`config.mk`:
```
export PLATFORM = sky130hd
export DESIGN_NAME = double_ended_queue
export DESIGN_NICKNAME = d
export VERILOG_FILES = /design/src/design/dq_pkg.sv /design/src/design/dq_ram.sv /design/src/design/dq_ctrl.sv /design/src/design/dq_dpath.sv /design/src/design/double_ended_queue.sv
export SDC_FILE = /design/constraint.sdc
export NUM_CORES = 1
export LEC_CHECK = 0
export ABC_AREA = 1
export BUFFER_PORTS_ARGS = -buffer_cell sky130_fd_sc_hd__buf_2
export CAP_MARGIN = 15
export CORE_MARGIN = 1
export CORE_UTILIZATION = 45
export CTS_CLUSTER_DIAMETER = 120
export DETAILED_ROUTE_END_ITERATION = 7
export HOLD_SLACK_MARGIN = 0.1
export PLACE_DENSITY = 0.72
export SETUP_SLACK_MARGIN = 0.4
export SLEW_MARGIN = 20
export SYNTH_ARGS = -nofsm -noshare
export SYNTH_HDL_FRONTEND = slang
export SYNTH_SLANG_ARGS = --single-unit
```
`constraint.sdc`:
```
create_clock -name clk_i -period 10.4 [get_ports clk_i]
set_clock_uncertainty 0.05 [all_clocks]
set_input_delay 3.12 -clock clk_i [delete_from_list [all_inputs] [get_ports clk_i]]
set_output_delay 3.12 -clock clk_i [all_outputs]
set_load 0.05 [all_outputs]
```
`src/design/dq_pkg.sv`:
```
package dq_pkg;

  localparam int DEPTH     = 16;
  localparam int WORD_BITS = 32;

  localparam int DATA_W  = 32;
  localparam int COUNT_W = 5;
  localparam int IDX_W   = $clog2(DEPTH);
  localparam int CNT_W   = $clog2(DEPTH + 1);
  localparam int SUM_W   = CNT_W + 1;

  typedef enum logic [2:0] {
    OP_INIT       = 3'd0,
    OP_PUSH_FRONT = 3'd1,
    OP_PUSH_REAR  = 3'd2,
    OP_POP_FRONT  = 3'd3,
    OP_POP_REAR   = 3'd4,
    OP_PEEK_FRONT = 3'd5,
    OP_PEEK_REAR  = 3'd6,
    OP_DESTROY    = 3'd7
  } op_e;

  typedef enum logic [1:0] {
    ST_OK       = 2'd0,
    ST_NOT_INIT = 2'd1,
    ST_EMPTY    = 2'd2,
    ST_FULL     = 2'd3
  } status_e;

  // Controller to datapath commands.
  typedef struct packed {
    logic load;     // latch the request
    logic exec;     // carry out the request
    logic capture;  // take the read word from the slot store
  } dq_cmd_t;

  // Datapath to controller status.
  typedef struct packed {
    logic need_read;  // a successful peek waits for the slot store
  } dq_stat_t;

endpackage

```
`src/design/dq_ram.sv`:
```
module dq_ram #(
  parameter int WIDTH = 32,
  parameter int DEPTH = 16
) (
  input  logic                     clk_i,
  input  logic                     we_i,
  input  logic [$clog2(DEPTH)-1:0] waddr_i,
  input  logic [WIDTH-1:0]         wdata_i,
  input  logic [$clog2(DEPTH)-1:0] raddr_i,
  output logic [WIDTH-1:0]         rdata_o
);

  logic [WIDTH-1:0] mem_q [DEPTH];

  always_ff @(posedge clk_i) begin
    if (we_i) begin
      mem_q[waddr_i] <= wdata_i;
    end
    rdata_o <= mem_q[raddr_i];
  end

endmodule

```
`src/design/dq_ctrl.sv`:
```
module dq_ctrl
  import dq_pkg::*;
(
  input  logic     clk_i,
  input  logic     rst_ni,
  input  logic     start_i,
  input  dq_stat_t stat_i,
  output dq_cmd_t  cmd_o,
  output logic     busy_o,
  output logic     done_o
);

  typedef enum logic [3:0] {
    S_IDLE = 4'b0001,
    S_EXEC = 4'b0010,
    S_READ = 4'b0100,
    S_DONE = 4'b1000
  } state_e;

  state_e state_q, state_d;

  always_comb begin
    state_d = state_q;
    cmd_o   = '0;
    unique case (state_q)
      S_IDLE: begin
        cmd_o.load = start_i;
        if (start_i) begin
          state_d = S_EXEC;
        end
      end
      S_EXEC: begin
        cmd_o.exec = 1'b1;
        state_d    = stat_i.need_read ? S_READ : S_DONE;
      end
      S_READ: begin
        cmd_o.capture = 1'b1;
        state_d       = S_DONE;
      end
      S_DONE: begin
        state_d = S_IDLE;
      end
      default: begin
        state_d = S_IDLE;
      end
    endcase
  end

  always_ff @(posedge clk_i or negedge rst_ni) begin
    if (!rst_ni) begin
      state_q <= S_IDLE;
    end else begin
      state_q <= state_d;
    end
  end

  assign busy_o = (state_q != S_IDLE);
  assign done_o = (state_q == S_DONE);

endmodule

```
`src/design/dq_dpath.sv`:
```
module dq_dpath
  import dq_pkg::*;
(
  input  logic                     clk_i,
  input  logic                     rst_ni,
  input  dq_cmd_t                  cmd_i,
  input  logic [2:0]               op_i,
  input  logic signed [DATA_W-1:0] value_i,
  output dq_stat_t                 stat_o,
  output logic [1:0]               status_o,
  output logic signed [DATA_W-1:0] data_o,
  output logic                     is_empty_o,
  output logic                     is_full_o,
  output logic [COUNT_W-1:0]       count_o
);

  op_e                     op_q;
  logic [DATA_W-1:0]       value_q;
  logic [IDX_W-1:0]        front_q, front_d;
  logic [CNT_W-1:0]        fill_q, fill_d;
  logic                    ready_q, ready_d;
  status_e                 status_q, status_d;
  logic [DATA_W-1:0]       data_q;

  logic                    full;
  logic                    empty;
  logic [IDX_W-1:0]        front_dec;
  logic [IDX_W-1:0]        front_inc;
  logic [SUM_W-1:0]        rear_sum;
  logic [SUM_W-1:0]        last_sum;
  logic [IDX_W-1:0]        rear_pos;
  logic [IDX_W-1:0]        last_pos;

  logic                    we;
  logic [IDX_W-1:0]        waddr;
  logic [IDX_W-1:0]        raddr;
  logic [WORD_BITS-1:0]    rdata;

  assign full  = (fill_q == CNT_W'(DEPTH));
  assign empty = (fill_q == '0);

  assign front_dec = (front_q == '0) ? IDX_W'(DEPTH - 1) : front_q - IDX_W'(1);
  assign front_inc = (front_q == IDX_W'(DEPTH - 1)) ? '0 : front_q + IDX_W'(1);

  // Ring positions: one compare and subtract folds the sum back into range.
  assign rear_sum = SUM_W'(front_q) + SUM_W'(fill_q);
  assign last_sum = rear_sum - SUM_W'(1);
  assign rear_pos = (rear_sum >= SUM_W'(DEPTH)) ? IDX_W'(rear_sum - SUM_W'(DEPTH))
                                                : IDX_W'(rear_sum);
  assign last_pos = (last_sum >= SUM_W'(DEPTH)) ? IDX_W'(last_sum - SUM_W'(DEPTH))
                                                : IDX_W'(last_sum);

  always_comb begin
    front_d          = front_q;
    fill_d           = fill_q;
    ready_d          = ready_q;
    status_d         = ST_OK;
    we               = 1'b0;
    waddr            = rear_pos;
    raddr            = front_q;
    stat_o.need_read = 1'b0;
    priority if (op_q == OP_INIT) begin
      front_d = '0;
      fill_d  = '0;
      ready_d = 1'b1;
    end else if (!ready_q) begin
      status_d = ST_NOT_INIT;
    end else if (op_q == OP_DESTROY) begin
      front_d = '0;
      fill_d  = '0;
      ready_d = 1'b0;
    end else if (op_q == OP_PUSH_FRONT || op_q == OP_PUSH_REAR) begin
      if (full) begin
        status_d = ST_FULL;
      end else begin
        we     = 1'b1;
        fill_d = fill_q + CNT_W'(1);
        if (op_q == OP_PUSH_FRONT) begin
          front_d = front_dec;
          waddr   = front_dec;
        end
      end
    end else if (empty) begin
      status_d = ST_EMPTY;
    end else begin
      unique case (op_q)
        OP_POP_FRONT: begin
          front_d = front_inc;
          fill_d  = fill_q - CNT_W'(1);
        end
        OP_POP_REAR: begin
          fill_d = fill_q - CNT_W'(1);
        end
        OP_PEEK_FRONT: begin
          stat_o.need_read = 1'b1;
        end
        OP_PEEK_REAR: begin
          raddr            = last_pos;
          stat_o.need_read = 1'b1;
        end
        default: begin
          status_d = ST_OK;
        end
      endcase
    end
  end

  dq_ram #(
    .WIDTH (WORD_BITS),
    .DEPTH (DEPTH)
  ) u_dq_ram (
    .clk_i   (clk_i),
    .we_i    (we && cmd_i.exec),
    .waddr_i (waddr),
    .wdata_i (WORD_BITS'($unsigned(value_q))),
    .raddr_i (raddr),
    .rdata_o (rdata)
  );

  // Request and result payload.
  always_ff @(posedge clk_i) begin
    if (cmd_i.load) begin
      op_q    <= op_e'(op_i);
      value_q <= value_i;
    end
    if (cmd_i.exec) begin
      status_q <= status_d;
      data_q   <= '0;
    end else if (cmd_i.capture) begin
      data_q <= DATA_W'($signed(rdata));
    end
  end

  always_ff @(posedge clk_i or negedge rst_ni) begin
    if (!rst_ni) begin
      front_q <= '0;
      fill_q  <= '0;
      ready_q <= 1'b0;
    end else if (cmd_i.exec) begin
      front_q <= front_d;
      fill_q  <= fill_d;
      ready_q <= ready_d;
    end
  end

  assign status_o   = status_q;
  assign data_o     = data_q;
  assign is_empty_o = empty;
  assign is_full_o  = full;
  assign count_o    = COUNT_W'(fill_q);

endmodule

```
`src/design/double_ended_queue.sv`:
```
// Bounded double-ended queue of signed words, held in a ring of DEPTH slots.
//
// Request channel: drive op_i and value_i with start high; the request is
// taken at a rising edge where start is high and busy is low. busy stays high
// until the result has been shown, so hold start low or ignore it meanwhile.
// Result channel: done_o marks the single cycle in which status_o, data_o,
// is_empty_o, is_full_o and count_o are valid. The receiver cannot hold
// results off; capture them in that cycle.
//
// Sequence: the request is registered at the accepting edge, the execute
// state applies it and registers the result, and done_o rises in the
// result state; a successful peek first passes through a read state, which
// waits on the registered read port of the slot memory. The controller
// walks accept, execute, optional read and result states and takes the
// next request only when back in idle.
//
// Reset clears the controller, the ring pointers and the initialized flag.
// The slot memory is not cleared: every slot is written by a push before a
// peek can read it. Any request other than init before init returns not-initialized.
module double_ended_queue
  import dq_pkg::*;
(
  input  logic                     clk_i,
  input  logic                     rst_ni,
  input  logic                     start,
  output logic                     busy,
  input  logic [2:0]               op_i,
  input  logic signed [DATA_W-1:0] value_i,
  output logic                     done_o,
  output logic [1:0]               status_o,
  output logic signed [DATA_W-1:0] data_o,
  output logic                     is_empty_o,
  output logic                     is_full_o,
  output logic [COUNT_W-1:0]       count_o
);

  // Commands flow from the controller, a single status bit flows back.
  dq_cmd_t  cmd;
  dq_stat_t stat;

  // Sequence each transaction: accept, execute, optionally wait on the
  // slot read, then present the result for one cycle.
  dq_ctrl u_dq_ctrl (
    .clk_i   (clk_i),
    .rst_ni  (rst_ni),
    .start_i (start),
    .stat_i  (stat),
    .cmd_o   (cmd),
    .busy_o  (busy),
    .done_o  (done_o)
  );

  // Hold the ring pointers, the fill count, the slot memory and the result.
  dq_dpath u_dq_dpath (
    .clk_i      (clk_i),
    .rst_ni     (rst_ni),
    .cmd_i      (cmd),
    .op_i       (op_i),
    .value_i    (value_i),
    .stat_o     (stat),
    .status_o   (status_o),
    .data_o     (data_o),
    .is_empty_o (is_empty_o),
    .is_full_o  (is_full_o),
    .count_o    (count_o)
  );

endmodule

```
Word level (Yosys, flattened, before mapping)
Memory sizes are Yosys's and may differ from the RTL's. A register that Yosys moved wholly into a read port is not among the register bits.
Cells that the tools add are included.
{ "totals": {"register_bits": 83, "latchBits": 0, "mem_bits_rw": 512, "rom_bits": 0, "in_bits": 38, "word_cells": 110, "n_memories": 1} }
{ "classes": {"addsub": 8, "n_mul": 0, "div_mod_pow": 0, "n_lt_le_gt_ge": 2, "n_eq_ne": 18, "shift": 0, "muxes": 58, "bitwise_logic": 1, "reduce_logical": 13} }
{ "mem_list": {"columns": ["memory", "depth", "width", "read_ports", "rd_clocked_by_memory_dff", "wr", "line", "rtl"], "rows": [
  ["u_dq_dpath.u_dq_ram.mem_q", 16, 32, 1, 1, 1, "dq_ram.sv:13", "logic [WIDTH-1:0] mem_q [DEPTH];"]
]} }
{ "op_table": {"columns": ["cell", "count"], "rows": [
  ["4-bit two-way mux", 26],
  ["5-bit two-way mux", 7],
  ["1-bit two-way mux", 21],
  ["3-bit equality test (second input constant)", 4],
  ["6-bit by 5-bit greater-or-equal comparator with 1-bit output (second input constant)", 2],
  ["4-bit by 1-bit != test with 1-bit output (second input constant)", 3],
  ["4-bit one-hot mux with 3 select lines", 1],
  ["4-bit by 1-bit subtractor with 4-bit output (second input constant)", 3],
  ["4-bit equality test (second input constant)", 2],
  ["4-bit nonzero test", 2],
  ["4-bit by 5-bit adder with 6-bit output", 1],
  ["3-bit by 2-bit equality test with 1-bit output (second input constant)", 2],
  ["2-bit two-way mux", 3],
  ["6-bit AND reduction", 1],
  ["6-bit by 1-bit subtractor with 6-bit output (second input constant)", 1],
  ["5-bit by 1-bit adder with 5-bit output (second input constant)", 1],
  ["5-bit equality test (second input constant)", 1],
  ["5-bit logical NOT", 1],
  ["5-bit AND reduction", 1],
  ["5-bit by 1-bit subtractor with 5-bit output (second input constant)", 1],
  ["4-bit by 1-bit adder with 4-bit output (second input constant)", 1],
  ["4-bit by 1-bit equality test with 1-bit output (second input constant)", 1],
  ["4-bit by 2-bit equality test with 1-bit output (second input constant)", 1],
  ["4-bit by 3-bit equality test with 1-bit output (second input constant)", 1],
  ["11 further kinds", 12]
]} }

Longest topological paths before layout
Gate-level depths: netlist of run 1.
{ "logic_depth": {"ltp_word": 10, "ltp_mapped": 13, "mapped_depth_nobuf": 11} }

By module
From an unflattened synthesis of run 1, not the netlist that was laid out.
{ "hier_totals": {"hier_cells": 2515, "hier_area_um2": 26431.6} }
{ "by_module_without_submodules": {"columns": ["module", "instances", "cells_per_inst", "area_per_inst_um2"], "rows": [
  ["dq_ram", 1, 2120, 22730.6],
  ["dq_dpath", 1, 369, 3492.1],
  ["dq_ctrl", 1, 26, 209.0]
]} }

Worst setup path before layout of run 1
Ideal clock, no wire load.
{ "synth_timing": {"kind": "in2reg", "start": "input start", "end": "register u_dq_dpath.op_q[0] (enable)", "setup_time_ns": 0.427, "arrival_time_ns": 4.643, "required_time_ns": 9.923, "slack_ns": 5.280, "path_stages": 2, "path_buffers": 0, "path_cell_list": "inv_1 nor2_1"} }
{ "synth_rtl": {"columns": ["element", "line", "rtl"], "rows": [
  ["start: declaration", "double_ended_queue.sv:25", "input logic start,"],
  ["end signal: assignment", "dq_dpath.sv:123", "op_q <= op_e'(op_i);"],
  ["end: declaration", "dq_dpath.sv:17", "op_e op_q;"]
]} }

Worst setup path in the final report of run 1
{ "layout_timing": {"start": "register u_dq_dpath.fill_q[1], in the netlist u_dq_dpath.count_o[1]", "end": "output is_empty_o"} }
{ "layout_via": {"elab_chain_cells": 1} }
{ "layout_lines": {"columns": ["element", "line", "rtl"], "rows": [
  ["start: declaration", "dq_dpath.sv:20", "logic [CNT_W-1:0] fill_q, fill_d;"],
  ["start signal: assignment", "dq_dpath.sv:141", "fill_q <= fill_d;"],
  ["5-bit logical NOT", "dq_dpath.sv:40", "assign empty = (fill_q == '0);"],
  ["end: declaration", "double_ended_queue.sv:32", "output logic is_empty_o,"]
]} }
Every way passes these cells.

==> results of run 1 <==
==> metal layers <==
metal  vias to the layer above  wire (um)  GRT usage (%)
met5                         -          0              0
met4                         0       2130           9.17
met3                       152       5880           3.09
met2                       902      31800           37.5
met1                      8813      27600           30.1
li1                       8470          -              -
==> per-stage QoR <==
stage	instance area [um2]	setup slack (ps)	utilization [%]	hold slack, ps	total power [mW]
4_1_cts	29700	5270	51.2	412	7.57
3_3_place_gp	27800	5920	47.9	389	5.40
2_1_floorplan	26600	5280	-	381	4.75
6_report	29700	5280	51.2	406	7.58
5_1_grt	29700	5220	51.2	439	7.93
3_5_place_dp	27800	5940	48.0	398	5.49
==> logic make-up after synthesis <==
group	count (synthesis)	share of synthesized area, %
AND/OR/NAND/NOR	1177	19.8
XOR/XNOR	7	0.231
flip-flops	627	68.2
adder cells (fa/ha/maj)	11	0.574
AO/OA/AOI/OAI	67	1.32
buffers and inverters	676	9.92
==> Yosys cell counts, types with 2 or more instances <==
cell	number	area, um2
a21oi_1	6	30.0
buf_1	9	33.8
buf_2	80	400
clkbuf_1	39	146
dfrtp_1	13	325
dfxtp_1	64	1280
edfxtp_1	549	16500
fa_1	2	40.0
ha_1	9	113
inv_1	545	2050
inv_2	2	7.51
nand2_1	438	1640
nand2_2	2	12.5
nand3_1	624	3120
nand3_2	2	20.0
nand3b_1	2	15.0
nand4_1	4	25.0
nor2_1	96	360
nor3_1	4	20.0
o21ai_0	53	265
o21ai_1	3	15.0
o21ai_2	2	17.5
or2_2	2	12.5
xnor2_1	6	52.6
==> final cells by class <==
class                           count  area, um2  area share, %
Clock inverter                     24        183          0.614
Sequential cell                   627      18100           60.9
Timing Repair Buffer              114        676           2.27
Tap cell                          765        957           3.22
Clock buffer                       88       1710           5.74
Inverter                          548       2060           6.92
Multi-Input combinational cell   1262       6030           20.3
==> report_power, final <==
group          switching, mW  internal (mW)  leakage [nW]
Combinational           1.64          0.645          6.17
Clock                  0.904           1.18         0.937
Sequential             0.223           2.98          5.66
==> registers in the layout (all words and copies together), names as in the netlist <==
register	flops
u_dq_dpath.u_dq_ram.rdata_o	32
u_dq_dpath.value_q	32
u_dq_dpath.count_o	5
u_dq_dpath.op_q	3
u_dq_dpath.ready_q	1
u_dq_dpath.data_o	32
u_dq_dpath.front_q	4
u_dq_dpath.u_dq_ram.mem_q	512
u_dq_dpath.status_o	2
u_dq_ctrl.state_q	4
==> worst max-delay path: cells and delay by family (launching register included) <==
| family | cells | cell delay [ps] |
|---|---|---|
| buffers and inverters | 2 | 470 |
| DFF | 1 | 470 |
| and+or+nand+nor | 2 | 380 |
==> path summary, 6_finish.rpt <==
kind	depth (start not counted)	end	slack, ps
max in group asynchronous	1	u_dq_ctrl.state_q[0]	7650
min	2	u_dq_dpath.data_o[29]	410
min in group asynchronous	1	u_dq_dpath.count_o[3]	2340
max	4	is_empty_o	5280
max reg2reg	10	u_dq_dpath.u_dq_ram.rdata_o[14]	6080
min reg2reg	2	u_dq_dpath.data_o[29]	410
==> results.sh, run 1 <==
export IMPL_crit_fanout=7
export IMPL_numCtsBuffers=59
export IMPL_cts_num_sinks=627
export IMPL_worst_slew_margin_rel_pct=21.9
export IMPL_postSynthNetCount=2614
export IMPL_postCtsSetupBuffers=0
export IMPL_grt_setup_unrepaired="no"
export IMPL_synth_area_mm2=0.0266
export IMPL_final_cell_mix="nand3_1 (623), edfxtp_1 (549), inv_1 (544), nand2_1 (436), buf_2 (80)"
export IMPL_finalMaxSlewViolations=0
export IMPL_worstSetupPathType="reg2out"
export IMPL_tightestPinTransition_ps=1170
export IMPL_critPathMaxStageDelay_ps=470
export IMPL_postSynth_asyncResetShare_pct=2.23
export IMPL_wire_length_per_cell_um=19.7
export IMPL_clk_pin_slew_ps=60
export IMPL_place_detailed_instances=3316
export IMPL_cts_resized_gates=0
export IMPL_cp_slowest_cell="dfrtp_1"
export IMPL_timing_final_crit_period_ps=5120
export IMPL_antenna_violating_nets_post_route=0
export IMPL_cts_tree="done"
export IMPL_cts_root_buffer_cell="clkbuf_16"
export IMPL_n_antenna_cell=0
export IMPL_clock_insertion_delay_at_the_later_pin_of_the_skew_report_ps=640
export IMPL_ios=81
export IMPL_drt_pre_antenna_iters=7
export IMPL_endpoint_kind="primary output"
export IMPL_via_count_of_the_first_global_routing_pass=17900
export IMPL_power_per_cell_area_mw_per_mm2=255
export IMPL_outcome="complete, no violations"
export IMPL_hp_class="reg2reg"
export IMPL_drv_max_cap_violation_count=0
export IMPL_leakagePower_nw=12.8
export IMPL_drive_gt1_share_pct=9.13
export IMPL_die_area_mm2=0.0600
export IMPL_routed_via_count=18300
export IMPL_gr_total_overflow=0
export IMPL_finalHoldViolCount=0
export IMPL_ys_flop_type="edfxtp_1"
export IMPL_global_route_wire_length_before_repair_um=103000
export IMPL_synth_warnings=0
export IMPL_synthToLayoutAreaGrowth_pct=11.9
export IMPL_synth_enable_flop_cells=549
export IMPL_dieHeight_um=245
export IMPL_timing_critical_path_from_type="flip-flop"
export IMPL_timing_final_crit_share_pct=49.2
export IMPL_place_gp_congestion=0.845
export IMPL_detail_route_wirelength_um=67400
export IMPL_timing_critical_path_cells="nor2_1, nand3_2, inv_1, buf_2"
export IMPL_final_cell_count_no_fill=3428
export IMPL_coreArea_mm2=0.0580
export IMPL_fmaxAchievable_mhz=195
export IMPL_post_drt_via_cell_ratio=5.35
export IMPL_vdd_drop_max_mv=0.163
export IMPL_dpl_hpwl_um=36400
export IMPL_min_from="u_dq_dpath.u_dq_ram.rdata_o[29]"
export IMPL_cts_hold_repair_buffers=0
export IMPL_seq_area_frac_synth_pct=68.2
export IMPL_final_setup_tns_ps=0
export IMPL_globalRouteTotalUtil_pct=22.7
export IMPL_portBuffers=80
export IMPL_clock_path_buffers=3
export IMPL_fillerInstances=4897
export IMPL_drtIter0Drc=1967
export IMPL_placementRows=88
export IMPL_critical_path_arrival_ps=1950
export IMPL_start_util_pct=45.8
export IMPL_design_final_nets=2661
export IMPL_die_width_um=245
export IMPL_cts_htree_levels=2
export IMPL_worst_setup_path_startpoint="u_dq_dpath.count_o[1]"
export IMPL_synth_distinct_cells=33
export IMPL_synth_seq_cells=627
export IMPL_setup_violations_final=0
export IMPL_syn_area_per_cell_um2=10.4
export IMPL_timing_rr_start="u_dq_dpath.front_q[0]"
export IMPL_grt_start_max_net_pins=98
export IMPL_final_common_cell="nand3_1"
export IMPL_grt_antenna_before_repair=1
export IMPL_remaining_drc_errors=0
export IMPL_worst_ep_required_time_ps=7230
export IMPL_synthesis_instances=2565
Note: power is estimated with default switching activity, not from simulation.
==> run 2: changes to the inputs <==
--- a/config.mk
+++ b/config.mk
@@ -13,7 +13,7 @@
 export CTS_CLUSTER_DIAMETER = 120
 export DETAILED_ROUTE_END_ITERATION = 7
 export HOLD_SLACK_MARGIN = 0.1
-export PLACE_DENSITY = 0.72
+export PLACE_DENSITY = 0.74
 export SETUP_SLACK_MARGIN = 0.4
 export SLEW_MARGIN = 20
 export SYNTH_ARGS = -nofsm -noshare
==> constraint.sdc (replaced) <==
create_clock -name clk_i -period 4.26 [get_ports clk_i]
set_clock_uncertainty 0.05 [all_clocks]
set_input_delay 1.278 -clock clk_i [delete_from_list [all_inputs] [get_ports clk_i]]
set_output_delay 1.278 -clock clk_i [all_outputs]
set_load 0.05 [all_outputs]
==> results.sh, run 2 (same netlist as run 1, synthesis figures left out) <==
export IMPL_worst_setup_path_startpoint="u_dq_dpath.front_q[2]"
export IMPL_setup_violations_final=0
export IMPL_start_util_pct=45.8
export IMPL_tightestPinTransition_ps=1060
export IMPL_globalRouteTotalUtil_pct=22.7
export IMPL_min_from="u_dq_dpath.u_dq_ram.rdata_o[28]"
export IMPL_cts_resized_gates=0
export IMPL_worst_ep_required_time_ps=4510
export IMPL_die_area_mm2=0.0600
export IMPL_cts_root_buffer_cell="clkbuf_16"
export IMPL_vdd_drop_max_mv=0.562
export IMPL_cts_tree="done"
export IMPL_drtIter0Drc=2098
export IMPL_numCtsBuffers=66
export IMPL_routed_via_count=18400
export IMPL_largest_register_ff_count=512
export IMPL_timing_critical_path_from_type="flip-flop"
export IMPL_detail_route_wirelength_um=67100
export IMPL_hold_depth=2
export IMPL_leakagePower_nw=13.0
export IMPL_antenna_violating_nets_post_route=0
export IMPL_timing_final_crit_period_ps=3350
export IMPL_postCtsSetupBuffers=0
export IMPL_timing_final_crit_share_pct=78.6
export IMPL_clock_path_buffers=3
export IMPL_place_gp_congestion=0.842
export IMPL_design_final_nets=2677
export IMPL_remaining_drc_errors=0
export IMPL_drv_max_cap_violation_count=0
export IMPL_placementRows=88
export IMPL_outcome="complete, no violations"
export IMPL_gr_total_overflow=0
export IMPL_grt_antenna_before_repair=2
export IMPL_reg2reg_depth=9
export IMPL_synthToLayoutAreaGrowth_pct=13.7
export IMPL_dieHeight_um=245
export IMPL_critPathMaxStageDelay_ps=560
export IMPL_coreArea_mm2=0.0580
export IMPL_cp_common_cell="nand2_1"
export IMPL_final_setup_tns_ps=0
export IMPL_drt_pre_antenna_iters=6
export IMPL_die_width_um=245
export IMPL_hold_end="u_dq_dpath.data_o[28]"
export IMPL_crit_fanout=21
export IMPL_via_count_of_the_first_global_routing_pass=18200
export IMPL_fillerInstances=4812
export IMPL_timing_rr_end="u_dq_dpath.u_dq_ram.mem_q[9][5]"
export IMPL_ff2ff_setup_slack_ps=910
export IMPL_drive_gt1_share_pct=9.55
export IMPL_power_per_cell_area_mw_per_mm2=636
export IMPL_ios=81
export IMPL_clk_pin_slew_ps=60
export IMPL_dpl_hpwl_um=37800
export IMPL_grt_setup_unrepaired="no"
export IMPL_hp_class="reg2reg"
export IMPL_total_power_mw=19.2
export IMPL_fmaxAchievable_mhz=299
export IMPL_worst_slew_margin_rel_pct=29.4
export IMPL_final_common_cell="nand3_1"
export IMPL_critical_path_arrival_ps=3600
export IMPL_grt_start_max_net_pins=129
export IMPL_portBuffers=80
export IMPL_cts_htree_levels=3
export IMPL_timing_rr_start="u_dq_dpath.front_q[2]"
export IMPL_worstSetupPathType="reg2reg"
export IMPL_wire_length_per_cell_um=19.5
export IMPL_final_cell_mix="nand3_1 (623), edfxtp_1 (549), inv_1 (545), nand2_1 (436), buf_2 (80)"
export IMPL_cp_slowest_cell="dfrtp_1"
export IMPL_cts_num_sinks=627
export IMPL_cts_hold_repair_buffers=0
export IMPL_post_drt_via_cell_ratio=5.33
export IMPL_timing_critical_path_cells="ha_1, a21oi_1, nand2_1, nand2_1, nand2_1, o21ai_0, nand3b_1, nor2_4, buf_12"
export IMPL_endpoint_kind="flip-flop"
export IMPL_max_flop_register="u_dq_dpath.u_dq_ram.mem_q"
export IMPL_finalHoldViolCount=0
export IMPL_clock_insertion_delay_at_the_later_pin_of_the_skew_report_ps=600
export IMPL_global_route_wire_length_before_repair_um=104000
export IMPL_finalMaxSlewViolations=0
run 2: stage by stage:
step	cells	cell area [um2]	hold WS (ps)	worst slack, ps	utilization [%]
2_1_floorplan	2565	26600	381	72.3	-
3_3_place_gp	3323	28100	389	1020	48.4
3_5_place_dp	3323	28100	395	996	48.4
4_1_cts	3444	30200	412	938	52.0
5_1_grt	3446	30200	432	633	52.1
6_report	3447	30200	408	910	52.1
run 2: area by class of cell:
type                       count  area, um2  area share [%]
tap                          765        957            3.17
inverter                     548       2060            6.81
timing repair buffer         123        951            3.15
multi-input combinational   1262       6030            20.0
antenna                        1       2.50         0.00828
sequential                   627      18100            60.0
clock buffer                  91       1770            5.87
clock inverter                30        319            1.06
run 2: worst max-delay path: cells and delay by family (launching register included):
family / cells / cell delay, ps
fa+ha+maj: 1 / 340
compound gates: 2 / 610
flops: 1 / 560
simple gates: 5 / 1210
buf+inv: 1 / 250
run 2: worst max path at each step:
stage / endpoint / slack [ps] / cells past startpoint
2_1_floorplan: u_dq_dpath.u_dq_ram.mem_q[15][0] / 70 / 7
4_1_cts: is_empty_o / 940 / 4
6_report: u_dq_dpath.u_dq_ram.mem_q[9][5] / 910 / 9
5_1_grt: u_dq_dpath.u_dq_ram.mem_q[9][1] / 630 / 9
3_3_place_gp: u_dq_dpath.u_dq_ram.mem_q[11][22] / 1020 / 9
3_5_place_dp: u_dq_dpath.u_dq_ram.mem_q[1][0] / 1000 / 8
run 2: layer usage:
metal | up-vias | part of all wire, % | track usage (%)
met3 | 141 | 8.6 | 3.73
met5 | - | 0 | 0
met4 | 0 | 2.9 | 8.93
met1 | 8793 | 41 | 30.5
li1 | 8526 | - | -
met2 | 926 | 47 | 36.7
run 2: power by group:
| part | switching [mW] | internal, mW | total, mW |
|---|---|---|---|
| sequential | 0.566 | 7.29 | 7.85 |
| clock | 2.35 | 3.25 | 5.60 |
| combinational | 4.08 | 1.67 | 5.75 |
| total | 7.00 | 12.2 | 19.2 |
